<file path="src/design/calendar_gps_time_convert_top_macros.svh">
// Assertion macros shared by the calendar and GPS time converter modules.
`ifndef CALENDAR_GPS_TIME_CONVERT_TOP_MACROS_SVH
`define CALENDAR_GPS_TIME_CONVERT_TOP_MACROS_SVH

// Checks a consequence in the same cycle as its antecedent.
`define CGTC_ASSERT_NOW(label, ante, cons, msg) \
  label: assert property (@(posedge clk) disable iff (!rst_n) (ante) |-> (cons)) \
    else $error(msg);

// Checks a consequence in the cycle after its antecedent.
`define CGTC_ASSERT_NEXT(label, ante, cons, msg) \
  label: assert property (@(posedge clk) disable iff (!rst_n) (ante) |=> (cons)) \
    else $error(msg);

`endif

</file>
<file path="src/design/cgtc_pkg.sv">
// Types, constants and tables of the calendar and GPS time converter.
package cgtc_pkg;

  localparam int NUM_STAGES = 5;
  localparam int DP_STAGES  = NUM_STAGES - 1;

  localparam logic [11:0] YEAR_MIN      = 12'd1980;
  localparam logic [11:0] YEAR_MAX      = 12'd2210;
  localparam logic [11:0] YEAR_BASE     = 12'd1980;
  localparam logic [3:0]  MONTH_MAX     = 4'd12;
  localparam logic [4:0]  HOUR_MAX      = 5'd23;
  localparam logic [5:0]  MIN_MAX       = 6'd59;
  localparam logic [13:0] WEEK_MAX      = 14'd12000;
  localparam logic [19:0] SOW_MAX       = 20'd604799;
  localparam logic [16:0] GPS_EPOCH_MJD = 17'd44244;
  localparam logic [16:0] SEC_PER_DAY   = 17'd86400;
  localparam logic [20:0] EPOCH_JDAY    = 21'd723263;
  localparam logic [16:0] DAY_BASE      = 17'd43810;
  localparam logic [18:0] CYC_BASE      = 19'd175732;

  localparam logic [17:0] RECIP_7    = 18'd149797;
  localparam int          SHIFT_7    = 20;
  localparam logic [18:0] RECIP_1461 = 19'd367469;
  localparam int          SHIFT_1461 = 29;
  localparam logic [12:0] RECIP_225  = 13'd4661;
  localparam int          SHIFT_225  = 20;
  localparam logic [10:0] RECIP_15   = 11'd1093;
  localparam int          SHIFT_15   = 14;

  typedef struct packed {
    logic [11:0] year;
    logic [3:0]  month;
    logic [4:0]  day;
    logic [4:0]  hour;
    logic [5:0]  minute;
    logic [5:0]  second;
  } cal_t;

  typedef struct packed {
    logic [13:0] week;
    logic [19:0] week_seconds;
  } gps_t;

  typedef struct packed {
    logic [11:0] out_year;
    logic [3:0]  out_month;
    logic [4:0]  out_day;
    logic [4:0]  out_hour;
    logic [5:0]  out_minute;
    logic [5:0]  out_second;
    logic [13:0] out_week;
    logic [19:0] out_week_seconds;
    logic [16:0] mjd_day;
    logic        out_of_range;
  } out_item_t;

  typedef struct packed {
    logic [NUM_STAGES-1:0] load;
    logic [NUM_STAGES-1:0] valid;
  } pipe_ctl_t;

  // Whole days in n months of 30.6001 days each.
  function automatic logic [8:0] month_offset(input logic [3:0] n);
    logic [8:0] val;
    case (n)
      4'd1:    val = 9'd30;
      4'd2:    val = 9'd61;
      4'd3:    val = 9'd91;
      4'd4:    val = 9'd122;
      4'd5:    val = 9'd153;
      4'd6:    val = 9'd183;
      4'd7:    val = 9'd214;
      4'd8:    val = 9'd244;
      4'd9:    val = 9'd275;
      4'd10:   val = 9'd306;
      4'd11:   val = 9'd336;
      4'd12:   val = 9'd367;
      4'd13:   val = 9'd397;
      4'd14:   val = 9'd428;
      4'd15:   val = 9'd459;
      default: val = 9'd0;
    endcase
    return val;
  endfunction

endpackage

</file>
<file path="src/design/cgtc_if.sv">
// Valid/ready channel interfaces for the converter's input and result items.
interface cgtc_in_if;
  logic        valid;
  logic        ready;
  logic        mode;
  logic [11:0] year;
  logic [3:0]  month;
  logic [4:0]  day;
  logic [4:0]  hour;
  logic [5:0]  minute;
  logic [5:0]  second;
  logic [13:0] gps_week;
  logic [19:0] week_seconds;

  modport source (
    output valid, mode, year, month, day, hour, minute, second, gps_week, week_seconds,
    input  ready
  );
  modport sink (
    input  valid, mode, year, month, day, hour, minute, second, gps_week, week_seconds,
    output ready
  );
endinterface

interface cgtc_out_if;
  logic        valid;
  logic        ready;
  logic [11:0] out_year;
  logic [3:0]  out_month;
  logic [4:0]  out_day;
  logic [4:0]  out_hour;
  logic [5:0]  out_minute;
  logic [5:0]  out_second;
  logic [13:0] out_week;
  logic [19:0] out_week_seconds;
  logic [16:0] mjd_day;
  logic        out_of_range;

  modport source (
    output valid, out_year, out_month, out_day, out_hour, out_minute, out_second,
           out_week, out_week_seconds, mjd_day, out_of_range,
    input  ready
  );
  modport sink (
    input  valid, out_year, out_month, out_day, out_hour, out_minute, out_second,
           out_week, out_week_seconds, mjd_day, out_of_range,
    output ready
  );
endinterface

</file>
<file path="src/design/cgtc_pipe_ctrl.sv">
// Stage valid bits and load enables of the converter pipeline.
`include "calendar_gps_time_convert_top_macros.svh"

module cgtc_pipe_ctrl (
  input  logic                clk,
  input  logic                rst_n,
  input  logic                in_valid,
  output logic                in_ready,
  input  logic                out_ready,
  output logic                out_valid,
  output cgtc_pkg::pipe_ctl_t ctl
);
  import cgtc_pkg::*;

  logic [NUM_STAGES-1:0] valid_r;
  logic [NUM_STAGES-1:0] valid_nxt;
  logic [NUM_STAGES-1:0] vin;
  logic [NUM_STAGES:0]   rdy;

  // A stage may load when it is empty or when the stage after it moves on.
  always_comb begin
    rdy[NUM_STAGES] = out_ready;
    for (int i = NUM_STAGES - 1; i >= 0; i--) begin
      rdy[i] = !valid_r[i] || rdy[i+1];
    end
    vin = {valid_r[NUM_STAGES-2:0], in_valid};
    for (int i = 0; i < NUM_STAGES; i++) begin
      valid_nxt[i] = rdy[i] ? vin[i] : valid_r[i];
    end
    ctl.load  = rdy[NUM_STAGES-1:0] & vin;
    ctl.valid = valid_r;
  end

  always_ff @(posedge clk) begin
    if (!rst_n) begin
      valid_r <= '0;
    end else begin
      valid_r <= valid_nxt;
    end
  end

  assign in_ready  = rdy[0];
  assign out_valid = valid_r[NUM_STAGES-1];

  `CGTC_ASSERT_NEXT(a_out_held, out_valid && !out_ready, out_valid, "result item dropped while stalled")
  `CGTC_ASSERT_NOW(a_empty_tail_ready, !valid_r[NUM_STAGES-1], in_ready, "input blocked with empty output stage")

endmodule

</file>
<file path="src/design/cgtc_fwd.sv">
// Calendar date and time to GPS week, seconds of week and MJD, four stages.
`include "calendar_gps_time_convert_top_macros.svh"

module cgtc_fwd (
  input  logic                clk,
  input  logic                rst_n,
  input  cgtc_pkg::pipe_ctl_t ctl,
  input  cgtc_pkg::cal_t      cal_in,
  output cgtc_pkg::out_item_t res
);
  import cgtc_pkg::*;

  localparam int PW = 17 + 18;

  logic        bad1_nxt;
  logic        early;
  logic [11:0] ya;
  logic [3:0]  ma;
  logic [3:0]  mn1;
  logic [20:0] jday1_nxt;
  logic [16:0] tod1_nxt;

  cal_t        cal1_r;
  logic        bad1_r;
  logic [20:0] jday1_r;
  logic [16:0] tod1_r;

  logic          before_epoch;
  logic [16:0]   days2_nxt;
  logic [PW-1:0] prodw2_nxt;

  cal_t          cal2_r;
  logic          bad2_r;
  logic [16:0]   days2_r;
  logic [16:0]   tod2_r;
  logic [PW-1:0] prodw2_r;

  logic [14:0] week_full;
  logic [16:0] rem_full;
  logic        week_over;

  cal_t        cal3_r;
  logic        bad3_r;
  logic [13:0] week3_r;
  logic [2:0]  rem3_r;
  logic [16:0] days3_r;
  logic [16:0] tod3_r;

  logic [19:0] wsec4_nxt;
  logic [16:0] mjd4_nxt;

  cal_t        cal4_r;
  logic        bad4_r;
  logic [13:0] week4_r;
  logic [19:0] wsec4_r;
  logic [16:0] mjd4_r;

  always_comb begin
    bad1_nxt = (cal_in.year < YEAR_MIN) || (cal_in.year > YEAR_MAX) ||
               (cal_in.month == 4'd0) || (cal_in.month > MONTH_MAX) ||
               (cal_in.day == 5'd0) || (cal_in.hour > HOUR_MAX) ||
               (cal_in.minute > MIN_MAX) || (cal_in.second > MIN_MAX);
    early     = cal_in.month <= 4'd2;
    ya        = early ? cal_in.year - 12'd1 : cal_in.year;
    ma        = early ? cal_in.month + 4'd12 : cal_in.month;
    mn1       = ma + 4'd1;
    jday1_nxt = 21'(ya) * 21'd365 + 21'(ya[11:2]) + 21'(month_offset(mn1)) +
                21'(cal_in.day);
    tod1_nxt  = 17'(cal_in.hour) * 17'd3600 + 17'(cal_in.minute) * 17'd60 +
                17'(cal_in.second);
  end

  always_comb begin
    before_epoch = jday1_r < EPOCH_JDAY;
    days2_nxt    = 17'(jday1_r - EPOCH_JDAY);
    prodw2_nxt   = PW'(days2_nxt) * PW'(RECIP_7);
  end

  always_comb begin
    week_full = prodw2_r[PW-1:SHIFT_7];
    rem_full  = days2_r - 17'(week_full) * 17'd7;
    week_over = week_full > 15'(WEEK_MAX);
  end

  always_comb begin
    wsec4_nxt = 20'(rem3_r) * 20'(SEC_PER_DAY) + 20'(tod3_r);
    mjd4_nxt  = days3_r + GPS_EPOCH_MJD;
  end

  always_ff @(posedge clk) begin
    if (ctl.load[0]) begin
      cal1_r  <= cal_in;
      bad1_r  <= bad1_nxt;
      jday1_r <= jday1_nxt;
      tod1_r  <= tod1_nxt;
    end
    if (ctl.load[1]) begin
      cal2_r   <= cal1_r;
      bad2_r   <= bad1_r || before_epoch;
      days2_r  <= days2_nxt;
      tod2_r   <= tod1_r;
      prodw2_r <= prodw2_nxt;
    end
    if (ctl.load[2]) begin
      cal3_r  <= cal2_r;
      bad3_r  <= bad2_r || week_over;
      week3_r <= week_full[13:0];
      rem3_r  <= rem_full[2:0];
      days3_r <= days2_r;
      tod3_r  <= tod2_r;
    end
    if (ctl.load[3]) begin
      cal4_r  <= cal3_r;
      bad4_r  <= bad3_r;
      week4_r <= week3_r;
      wsec4_r <= wsec4_nxt;
      mjd4_r  <= mjd4_nxt;
    end
  end

  always_comb begin
    res.out_year         = cal4_r.year;
    res.out_month        = cal4_r.month;
    res.out_day          = cal4_r.day;
    res.out_hour         = cal4_r.hour;
    res.out_minute       = cal4_r.minute;
    res.out_second       = cal4_r.second;
    res.out_week         = bad4_r ? '0 : week4_r;
    res.out_week_seconds = bad4_r ? '0 : wsec4_r;
    res.mjd_day          = bad4_r ? '0 : mjd4_r;
    res.out_of_range     = bad4_r;
  end

  `CGTC_ASSERT_NOW(a_fwd_rem, ctl.valid[2], rem3_r <= 3'd6, "day of week remainder above six")
  `CGTC_ASSERT_NOW(a_fwd_wsec, ctl.valid[3] && !bad4_r, wsec4_r <= SOW_MAX, "seconds of week too large")

endmodule

</file>
<file path="src/design/cgtc_rev.sv">
// GPS week and seconds of week to calendar date, time of day and MJD, four stages.
`include "calendar_gps_time_convert_top_macros.svh"

module cgtc_rev (
  input  logic                clk,
  input  logic                rst_n,
  input  cgtc_pkg::pipe_ctl_t ctl,
  input  cgtc_pkg::gps_t      gps_in,
  output cgtc_pkg::out_item_t res
);
  import cgtc_pkg::*;

  localparam int PCW = 19 + 19;
  localparam int PHW = 13 + 13;
  localparam int PMW = 20;

  logic        bad1_nxt;
  logic [2:0]  dix;
  logic [19:0] sod_full;
  logic [16:0] mjd1_nxt;

  gps_t        gps1_r;
  logic        bad1_r;
  logic [16:0] mjd1_r;
  logic [16:0] sod1_r;

  logic [18:0]    cyc;
  logic [PCW-1:0] prodc2_nxt;
  logic [PHW-1:0] prodh2_nxt;

  gps_t           gps2_r;
  logic           bad2_r;
  logic [16:0]    mjd2_r;
  logic [16:0]    sod2_r;
  logic [PCW-1:0] prodc2_r;
  logic [PHW-1:0] prodh2_r;

  logic [7:0]  q3_nxt;
  logic [4:0]  hour3_nxt;
  logic [16:0] fday;
  logic [16:0] remh_full;

  gps_t        gps3_r;
  logic        bad3_r;
  logic [16:0] mjd3_r;
  logic [7:0]  q3_r;
  logic [8:0]  f3_r;
  logic [4:0]  hour3_r;
  logic [11:0] remh3_r;

  logic [3:0]     e4_nxt;
  logic [PMW-1:0] prodm4_nxt;

  gps_t           gps4_r;
  logic           bad4_r;
  logic [16:0]    mjd4_r;
  logic [7:0]     q4_r;
  logic [8:0]     f4_r;
  logic [3:0]     e4_r;
  logic [4:0]     hour4_r;
  logic [11:0]    remh4_r;
  logic [PMW-1:0] prodm4_r;

  logic [5:0]  minute;
  logic [11:0] sec_full;
  logic [8:0]  day_full;
  logic [3:0]  mon;
  logic [11:0] yr;

  always_comb begin
    bad1_nxt = (gps_in.week > WEEK_MAX) || (gps_in.week_seconds > SOW_MAX);
    dix = 3'd0;
    for (int k = 1; k <= 6; k++) begin
      if (gps_in.week_seconds >= 20'(k) * 20'(SEC_PER_DAY)) begin
        dix = 3'(k);
      end
    end
    sod_full = gps_in.week_seconds - 20'(dix) * 20'(SEC_PER_DAY);
    mjd1_nxt = GPS_EPOCH_MJD + 17'(gps_in.week) * 17'd7 + 17'(dix);
  end

  // The year count above the base CYC_BASE comes from a reciprocal of 1461, the hour from one of 225.
  always_comb begin
    cyc        = {mjd1_r, 2'b00} - CYC_BASE;
    prodc2_nxt = PCW'(cyc) * PCW'(RECIP_1461);
    prodh2_nxt = PHW'(sod1_r[16:4]) * PHW'(RECIP_225);
  end

  always_comb begin
    q3_nxt    = prodc2_r[SHIFT_1461+7:SHIFT_1461];
    hour3_nxt = prodh2_r[SHIFT_225+4:SHIFT_225];
    fday      = mjd2_r - DAY_BASE - 17'(q3_nxt) * 17'd365 -
                17'((9'(q3_nxt) + 9'd3) >> 2);
    remh_full = sod2_r - 17'(hour3_nxt) * 17'd3600;
  end

  always_comb begin
    e4_nxt = 4'd0;
    for (int k = 1; k <= 15; k++) begin
      if (f3_r > month_offset(4'(k))) begin
        e4_nxt = 4'(k);
      end
    end
    prodm4_nxt = PMW'(remh3_r[11:2]) * PMW'(RECIP_15);
  end

  always_ff @(posedge clk) begin
    if (ctl.load[0]) begin
      gps1_r <= gps_in;
      bad1_r <= bad1_nxt;
      mjd1_r <= mjd1_nxt;
      sod1_r <= sod_full[16:0];
    end
    if (ctl.load[1]) begin
      gps2_r   <= gps1_r;
      bad2_r   <= bad1_r;
      mjd2_r   <= mjd1_r;
      sod2_r   <= sod1_r;
      prodc2_r <= prodc2_nxt;
      prodh2_r <= prodh2_nxt;
    end
    if (ctl.load[2]) begin
      gps3_r  <= gps2_r;
      bad3_r  <= bad2_r;
      mjd3_r  <= mjd2_r;
      q3_r    <= q3_nxt;
      f3_r    <= fday[8:0];
      hour3_r <= hour3_nxt;
      remh3_r <= remh_full[11:0];
    end
    if (ctl.load[3]) begin
      gps4_r   <= gps3_r;
      bad4_r   <= bad3_r;
      mjd4_r   <= mjd3_r;
      q4_r     <= q3_r;
      f4_r     <= f3_r;
      e4_r     <= e4_nxt;
      hour4_r  <= hour3_r;
      remh4_r  <= remh3_r;
      prodm4_r <= prodm4_nxt;
    end
  end

  always_comb begin
    minute   = prodm4_r[SHIFT_15+5:SHIFT_15];
    sec_full = remh4_r - 12'(minute) * 12'd60;
    day_full = f4_r - month_offset(e4_r);
    mon      = (e4_r < 4'd14) ? e4_r - 4'd1 : e4_r - 4'd13;
    yr       = YEAR_BASE + 12'(q4_r) - {11'd0, mon >= 4'd3};

    res.out_year         = bad4_r ? '0 : yr;
    res.out_month        = bad4_r ? '0 : mon;
    res.out_day          = bad4_r ? '0 : day_full[4:0];
    res.out_hour         = bad4_r ? '0 : hour4_r;
    res.out_minute       = bad4_r ? '0 : minute;
    res.out_second       = bad4_r ? '0 : sec_full[5:0];
    res.out_week         = gps4_r.week;
    res.out_week_seconds = gps4_r.week_seconds;
    res.mjd_day          = bad4_r ? '0 : mjd4_r;
    res.out_of_range     = bad4_r;
  end

  `CGTC_ASSERT_NOW(a_rev_tod, ctl.valid[2] && !bad3_r, (hour3_r <= HOUR_MAX) && (remh3_r < 12'd3600), "time of day split out of range")
  `CGTC_ASSERT_NOW(a_rev_month, ctl.valid[3] && !bad4_r, (f4_r <= 9'd488) && (e4_r >= 4'd4), "day of year count outside the month table")

endmodule

</file>
<file path="src/design/calendar_gps_time_convert_top.sv">
// Top level of the calendar and GPS time converter.
//
// Channel  Direction  Handshake    Payload
// in_ch    input      valid/ready  mode, calendar date and time, GPS week and seconds
// out_ch   output     valid/ready  date and time, GPS week and seconds, MJD, range flag
//
// One item enters per cycle while out_ch is not stalled; a result passes through five register
// stages (four arithmetic stages and the output register) before it is valid.
// Reset clears only the stage valid bits.
// A stalled result holds in the output register; each stage holds while the one after it
// is full and blocked, and empty stages keep filling, so in_ch.ready falls only when all
// five stages hold items.
module calendar_gps_time_convert_top (
  input logic       clk,
  input logic       rst_n,
  cgtc_in_if.sink   in_ch,
  cgtc_out_if.source out_ch
);
  import cgtc_pkg::*;

  pipe_ctl_t            ctl;
  cal_t                 in_cal;
  gps_t                 in_gps;
  out_item_t            fwd_res;
  out_item_t            rev_res;
  out_item_t            res_nxt;
  out_item_t            res_r;
  logic [DP_STAGES-1:0] mode_r;

  always_comb begin
    in_cal.year         = in_ch.year;
    in_cal.month        = in_ch.month;
    in_cal.day          = in_ch.day;
    in_cal.hour         = in_ch.hour;
    in_cal.minute       = in_ch.minute;
    in_cal.second       = in_ch.second;
    in_gps.week         = in_ch.gps_week;
    in_gps.week_seconds = in_ch.week_seconds;
  end

  cgtc_pipe_ctrl u_ctrl (
    .clk       (clk),
    .rst_n     (rst_n),
    .in_valid  (in_ch.valid),
    .in_ready  (in_ch.ready),
    .out_ready (out_ch.ready),
    .out_valid (out_ch.valid),
    .ctl       (ctl)
  );

  cgtc_fwd u_fwd (
    .clk    (clk),
    .rst_n  (rst_n),
    .ctl    (ctl),
    .cal_in (in_cal),
    .res    (fwd_res)
  );

  cgtc_rev u_rev (
    .clk    (clk),
    .rst_n  (rst_n),
    .ctl    (ctl),
    .gps_in (in_gps),
    .res    (rev_res)
  );

  always_ff @(posedge clk) begin
    if (ctl.load[0]) begin
      mode_r[0] <= in_ch.mode;
    end
    for (int i = 1; i < DP_STAGES; i++) begin
      if (ctl.load[i]) begin
        mode_r[i] <= mode_r[i-1];
      end
    end
  end

  assign res_nxt = mode_r[DP_STAGES-1] ? rev_res : fwd_res;

  always_ff @(posedge clk) begin
    if (ctl.load[NUM_STAGES-1]) begin
      res_r <= res_nxt;
    end
  end

  always_comb begin
    out_ch.out_year         = res_r.out_year;
    out_ch.out_month        = res_r.out_month;
    out_ch.out_day          = res_r.out_day;
    out_ch.out_hour         = res_r.out_hour;
    out_ch.out_minute       = res_r.out_minute;
    out_ch.out_second       = res_r.out_second;
    out_ch.out_week         = res_r.out_week;
    out_ch.out_week_seconds = res_r.out_week_seconds;
    out_ch.mjd_day          = res_r.mjd_day;
    out_ch.out_of_range     = res_r.out_of_range;
  end

endmodule
</file>
<file path="src/flat_wrapper.sv">
// flat-port wrapper written by rule: the top's interface ports become plain ports
module calendar_gps_time_convert_top_flat import cgtc_pkg::*;
  (clk, rst_n, in_ch_valid, in_ch_mode, in_ch_year, in_ch_month, in_ch_day, in_ch_hour, in_ch_minute, in_ch_second, in_ch_gps_week, in_ch_week_seconds, in_ch_ready, out_ch_valid, out_ch_out_year, out_ch_out_month, out_ch_out_day, out_ch_out_hour, out_ch_out_minute, out_ch_out_second, out_ch_out_week, out_ch_out_week_seconds, out_ch_mjd_day, out_ch_out_of_range, out_ch_ready);
  cgtc_in_if in_ch_i ();
  cgtc_out_if out_ch_i ();
  input logic clk;
  input logic rst_n;
  input wire logic [$bits(in_ch_i.valid)-1:0] in_ch_valid;
  input wire logic [$bits(in_ch_i.mode)-1:0] in_ch_mode;
  input wire logic [$bits(in_ch_i.year)-1:0] in_ch_year;
  input wire logic [$bits(in_ch_i.month)-1:0] in_ch_month;
  input wire logic [$bits(in_ch_i.day)-1:0] in_ch_day;
  input wire logic [$bits(in_ch_i.hour)-1:0] in_ch_hour;
  input wire logic [$bits(in_ch_i.minute)-1:0] in_ch_minute;
  input wire logic [$bits(in_ch_i.second)-1:0] in_ch_second;
  input wire logic [$bits(in_ch_i.gps_week)-1:0] in_ch_gps_week;
  input wire logic [$bits(in_ch_i.week_seconds)-1:0] in_ch_week_seconds;
  output wire logic [$bits(in_ch_i.ready)-1:0] in_ch_ready;
  output wire logic [$bits(out_ch_i.valid)-1:0] out_ch_valid;
  output wire logic [$bits(out_ch_i.out_year)-1:0] out_ch_out_year;
  output wire logic [$bits(out_ch_i.out_month)-1:0] out_ch_out_month;
  output wire logic [$bits(out_ch_i.out_day)-1:0] out_ch_out_day;
  output wire logic [$bits(out_ch_i.out_hour)-1:0] out_ch_out_hour;
  output wire logic [$bits(out_ch_i.out_minute)-1:0] out_ch_out_minute;
  output wire logic [$bits(out_ch_i.out_second)-1:0] out_ch_out_second;
  output wire logic [$bits(out_ch_i.out_week)-1:0] out_ch_out_week;
  output wire logic [$bits(out_ch_i.out_week_seconds)-1:0] out_ch_out_week_seconds;
  output wire logic [$bits(out_ch_i.mjd_day)-1:0] out_ch_mjd_day;
  output wire logic [$bits(out_ch_i.out_of_range)-1:0] out_ch_out_of_range;
  input wire logic [$bits(out_ch_i.ready)-1:0] out_ch_ready;
  assign in_ch_i.valid = in_ch_valid;
  assign in_ch_i.mode = in_ch_mode;
  assign in_ch_i.year = in_ch_year;
  assign in_ch_i.month = in_ch_month;
  assign in_ch_i.day = in_ch_day;
  assign in_ch_i.hour = in_ch_hour;
  assign in_ch_i.minute = in_ch_minute;
  assign in_ch_i.second = in_ch_second;
  assign in_ch_i.gps_week = in_ch_gps_week;
  assign in_ch_i.week_seconds = in_ch_week_seconds;
  assign in_ch_ready = in_ch_i.ready;
  assign out_ch_valid = out_ch_i.valid;
  assign out_ch_out_year = out_ch_i.out_year;
  assign out_ch_out_month = out_ch_i.out_month;
  assign out_ch_out_day = out_ch_i.out_day;
  assign out_ch_out_hour = out_ch_i.out_hour;
  assign out_ch_out_minute = out_ch_i.out_minute;
  assign out_ch_out_second = out_ch_i.out_second;
  assign out_ch_out_week = out_ch_i.out_week;
  assign out_ch_out_week_seconds = out_ch_i.out_week_seconds;
  assign out_ch_mjd_day = out_ch_i.mjd_day;
  assign out_ch_out_of_range = out_ch_i.out_of_range;
  assign out_ch_i.ready = out_ch_ready;
  calendar_gps_time_convert_top u_core (.clk(clk), .rst_n(rst_n), .in_ch(in_ch_i), .out_ch(out_ch_i));
endmodule
</file>
<file path="config.mk">
export PLATFORM = sky130hd
export DESIGN_NAME = calendar_gps_time_convert_top_flat
export DESIGN_NICKNAME = d
export VERILOG_FILES = /design/src/design/cgtc_pkg.sv /design/src/design/cgtc_if.sv /design/src/design/cgtc_pipe_ctrl.sv /design/src/design/cgtc_fwd.sv /design/src/design/cgtc_rev.sv /design/src/design/calendar_gps_time_convert_top.sv /design/src/flat_wrapper.sv
export VERILOG_INCLUDE_DIRS = /design/src /design/src/design
export SDC_FILE = /design/constraint.sdc
export NUM_CORES = 2
export LEC_CHECK = 0
export ABC_AREA = 1
export BUFFER_PORTS_ARGS = -buffer_cell sky130_fd_sc_hd__buf_2
export CORE_ASPECT_RATIO = 0.6
export CORE_MARGIN = 4
export CORE_UTILIZATION = 60
export CTS_BUF_LIST = sky130_fd_sc_hd__clkbuf_8
export DETAILED_ROUTE_END_ITERATION = 10
export GPL_TIMING_DRIVEN = 0
export PLACE_DENSITY = 0.77
export SLEW_MARGIN = 20
export SYNTH_ARGS = -nofsm -noshare
export SYNTH_HDL_FRONTEND = slang
export SYNTH_SLANG_ARGS = --single-unit
</file>
<file path="constraint.sdc">
create_clock -name clk -period 10.1 [get_ports clk]
set_input_delay 1.515 -clock clk [delete_from_list [all_inputs] [get_ports clk]]
set_output_delay 1.515 -clock clk [all_outputs]
set_load 0.01 [all_outputs]
</file>
==> metrics.cfg <==
[global_routing]
grt.met2_usage_pct=36.5
grt_max_degree=90
grt_usage_pct=26.1
grt_busiest_layer=met1
grt_pass1_wl_mm=173
grtUsageMet3_pct=7.97
globalRouteOverflowTotal=0
met1_usage_pct=40.4
antenna_found_initial=10
grt_pass1_vias=30800

[worst_setup_path]
crit_slowest_cell=xor2_1
worstPathArrival_ps=8850
cpPeakStageDelay_ps=650
critPathLaunchType=register
r2r_slack_ps=1790
worstPathRequired_ps=10640
critPathCaptureType=register
worst-path-max-fanout=7
critPathKind=reg2reg

[synth]
ys_ff_latch=732
async_flop_share_pct=0
synth_largest_area_cell=edfxtp_1
syn_avg_cell_area_um2=11.7
synth_top_area_share_pct=44.3
synth.area.top_cells=edfxtp_1 44%, ha_1 17%, fa_1 14%
yosys_warnings=0
ys.flop_type=edfxtp_1
synth_edf_count=727
synth.cell_area_um2=49200
syn_nets=5315
yosys.cell_types.count=60
synthCells=4219
yosysSeqAreaShare_pct=44.5

[cts]
root_buffer=clkbuf_8
cts_hold_buffers=0
cts.path.max_buffers=3
cts-htree-levels=3
cts_buffers=106
cts.sinks=732
post-cts-setup-buffers=0
insertion_delay_ps=810
post_cts_resized=0
cts.clk_slew.worst_paths_ps=70
cts_tree=yes

[floorplan]
ioPinCount=169
start_util_pct=60.5
coreArea_um2=81400
row_count=81
dieArea_um2=86900
die_w_um=378
die_height_um=230

[sta]
tightest_slew_ps=1100
period_needed_ps=8310
setup_viol=0
max_slew_margin_pct=26.6
finalMaxSlewViolations=0
finalClockSkew_ps=63.0
finalCritPeriodShare_pct=82.3
max_freq_mhz=120
hold_viol=0
rsz0062_at_grt=false

[final_layout]
area_growth_pct=9.55
fin_util_pct=66.3
final_cell_mix=942 x inv_1, 727 x edfxtp_1, 685 x ha_1, 398 x nand2_1, 334 x fa_1
multi_input_area_um2=23800
num-fill-cells=5996
drive_above_1_share_pct=8.32
area.sequential_um2=21900
layout.nets=5610
final_cells=5675
final_area_um2=53900
mostFrequentLayoutCell=inv_1

[detailed_routing]
drc=0
vias_per_cell=5.47
via_count=31000
antenna_left=0
drtIter0Drc=2765
wire_per_inst_um=19.5
wl_mm=111
first_pass_iters=6

[placed_design]
placed_cells=5485
dp_hpwl_mm=88.6
place_congestion=0.943
dpl-instance-area_um2=51900
port-buffer-count=168

[flow_run]
maxCapViolations=0

[hold_path]
min_path_type=reg2reg

[status]
status=finished, final reports clean

==> layer usage <==
metal	wire length, um	share of wire, %	vias to the layer above
met4	1900	1.7	2
met5	13	0.012	-
met3	10800	9.7	128
li1	-	-	14700
met2	45800	41	1090
met1	52500	47	15100
==> cell usage after synthesis (all sizes together), types with 2 or more instances <==
cell     instances
inv            926
edfxtp         727
ha             685
nand2          408
fa             334
nor2           204
a21oi          187
xor2           154
o21ai          144
nand3           88
xnor2           67
a22o            62
nand4           32
nor3            26
clkbuf          21
a21o            19
a31oi           17
o31ai           14
nor4            12
o211ai          11
o21bai          11
or2             10
a211oi           7
a21boi           7
dfxtp            5
o21a             5
nand3b           4
a221oi           3
a31o             3
a41oi            3
buf              3
o2111ai          3
o22ai            3
a211o            2
a311oi           2
nor3b            2
o221ai           2
o311ai           2
==> registers in the layout, summed over array words and instances (netlist names), 21 cells and up <==
register              cells
u_core.u_rev.gps1_r      34
u_core.u_fwd.cal3_r      38
u_core.u_fwd.jday1_r     21
u_core.u_rev.gps3_r      34
u_core.u_rev.gps2_r      34
u_core.u_rev.res         34
u_core.u_fwd.cal1_r      38
u_core.u_fwd.cal2_r      38
u_core.u_fwd.res         38
==> final timing paths <==
check / from / to / cells past startpoint
hold / removal: u_core.u_rev.gps1_r[13] / u_core.u_rev.gps2_r[13] / 0
setup reg to reg: u_core.u_rev.mjd1_r[0] / u_core.u_rev.prodc2_r[33] / 30
setup / recovery: u_core.u_rev.mjd1_r[0] / u_core.u_rev.prodc2_r[33] / 30
hold reg to reg: u_core.u_rev.gps1_r[13] / u_core.u_rev.gps2_r[13] / 0
==> logic make-up (layout without fill, tap and decap cells) <==
group / Yosys count / in the layout / synth area share (%)
buf+inv: 950 / 1322 / 7.25
flops: 732 / 732 / 44.5
simple gates: 787 / 787 / 6.82
fa+ha+maj: 1019 / 1019 / 31.0
other cells: 0 / 5 / 0
mux: 1 / 1 / 0.0229
xor+xnor: 221 / 221 / 4.07
compound gates: 509 / 509 / 6.31
==> final cells by class <==
type,instances,area share (%)
antenna,5,0.0232
buffer,24,0.172
clock buffer,106,2.70
clock inverter,79,1.08
inverter,926,6.48
multi-input combinational,2537,44.0
sequential,732,40.7
tap,1079,2.50
timing repair buffer,187,2.34
==> metrics by stage <==
stage / setup WS [ps] / hold slack, ps / TNS, ps
6_report: 1790 / 399 / 0
5_1_grt: 1300 / 415 / 0
4_1_cts: 1900 / 395 / 0
3_5_place_dp: 2010 / 405 / 0
3_3_place_gp: -3460 / 401 / -839570
2_1_floorplan: 970 / 400 / 0
==> worst max-delay path, delay by kind of cell, from the launching register on <==
| kind | cells | cell delay, ps |
|---|---|---|
| flip-flops | 1 | 480 |
| XOR/XNOR | 2 | 730 |
| AND/OR/NAND/NOR | 6 | 570 |
| buffers and inverters | 6 | 780 |
| adder cells (fa/ha/maj) | 8 | 3830 |
| AO/OA/AOI/OAI | 8 | 1660 |
Power is not shown: default switching activity piles up to over one toggle a cycle in this logic, so the estimate is an artifact.
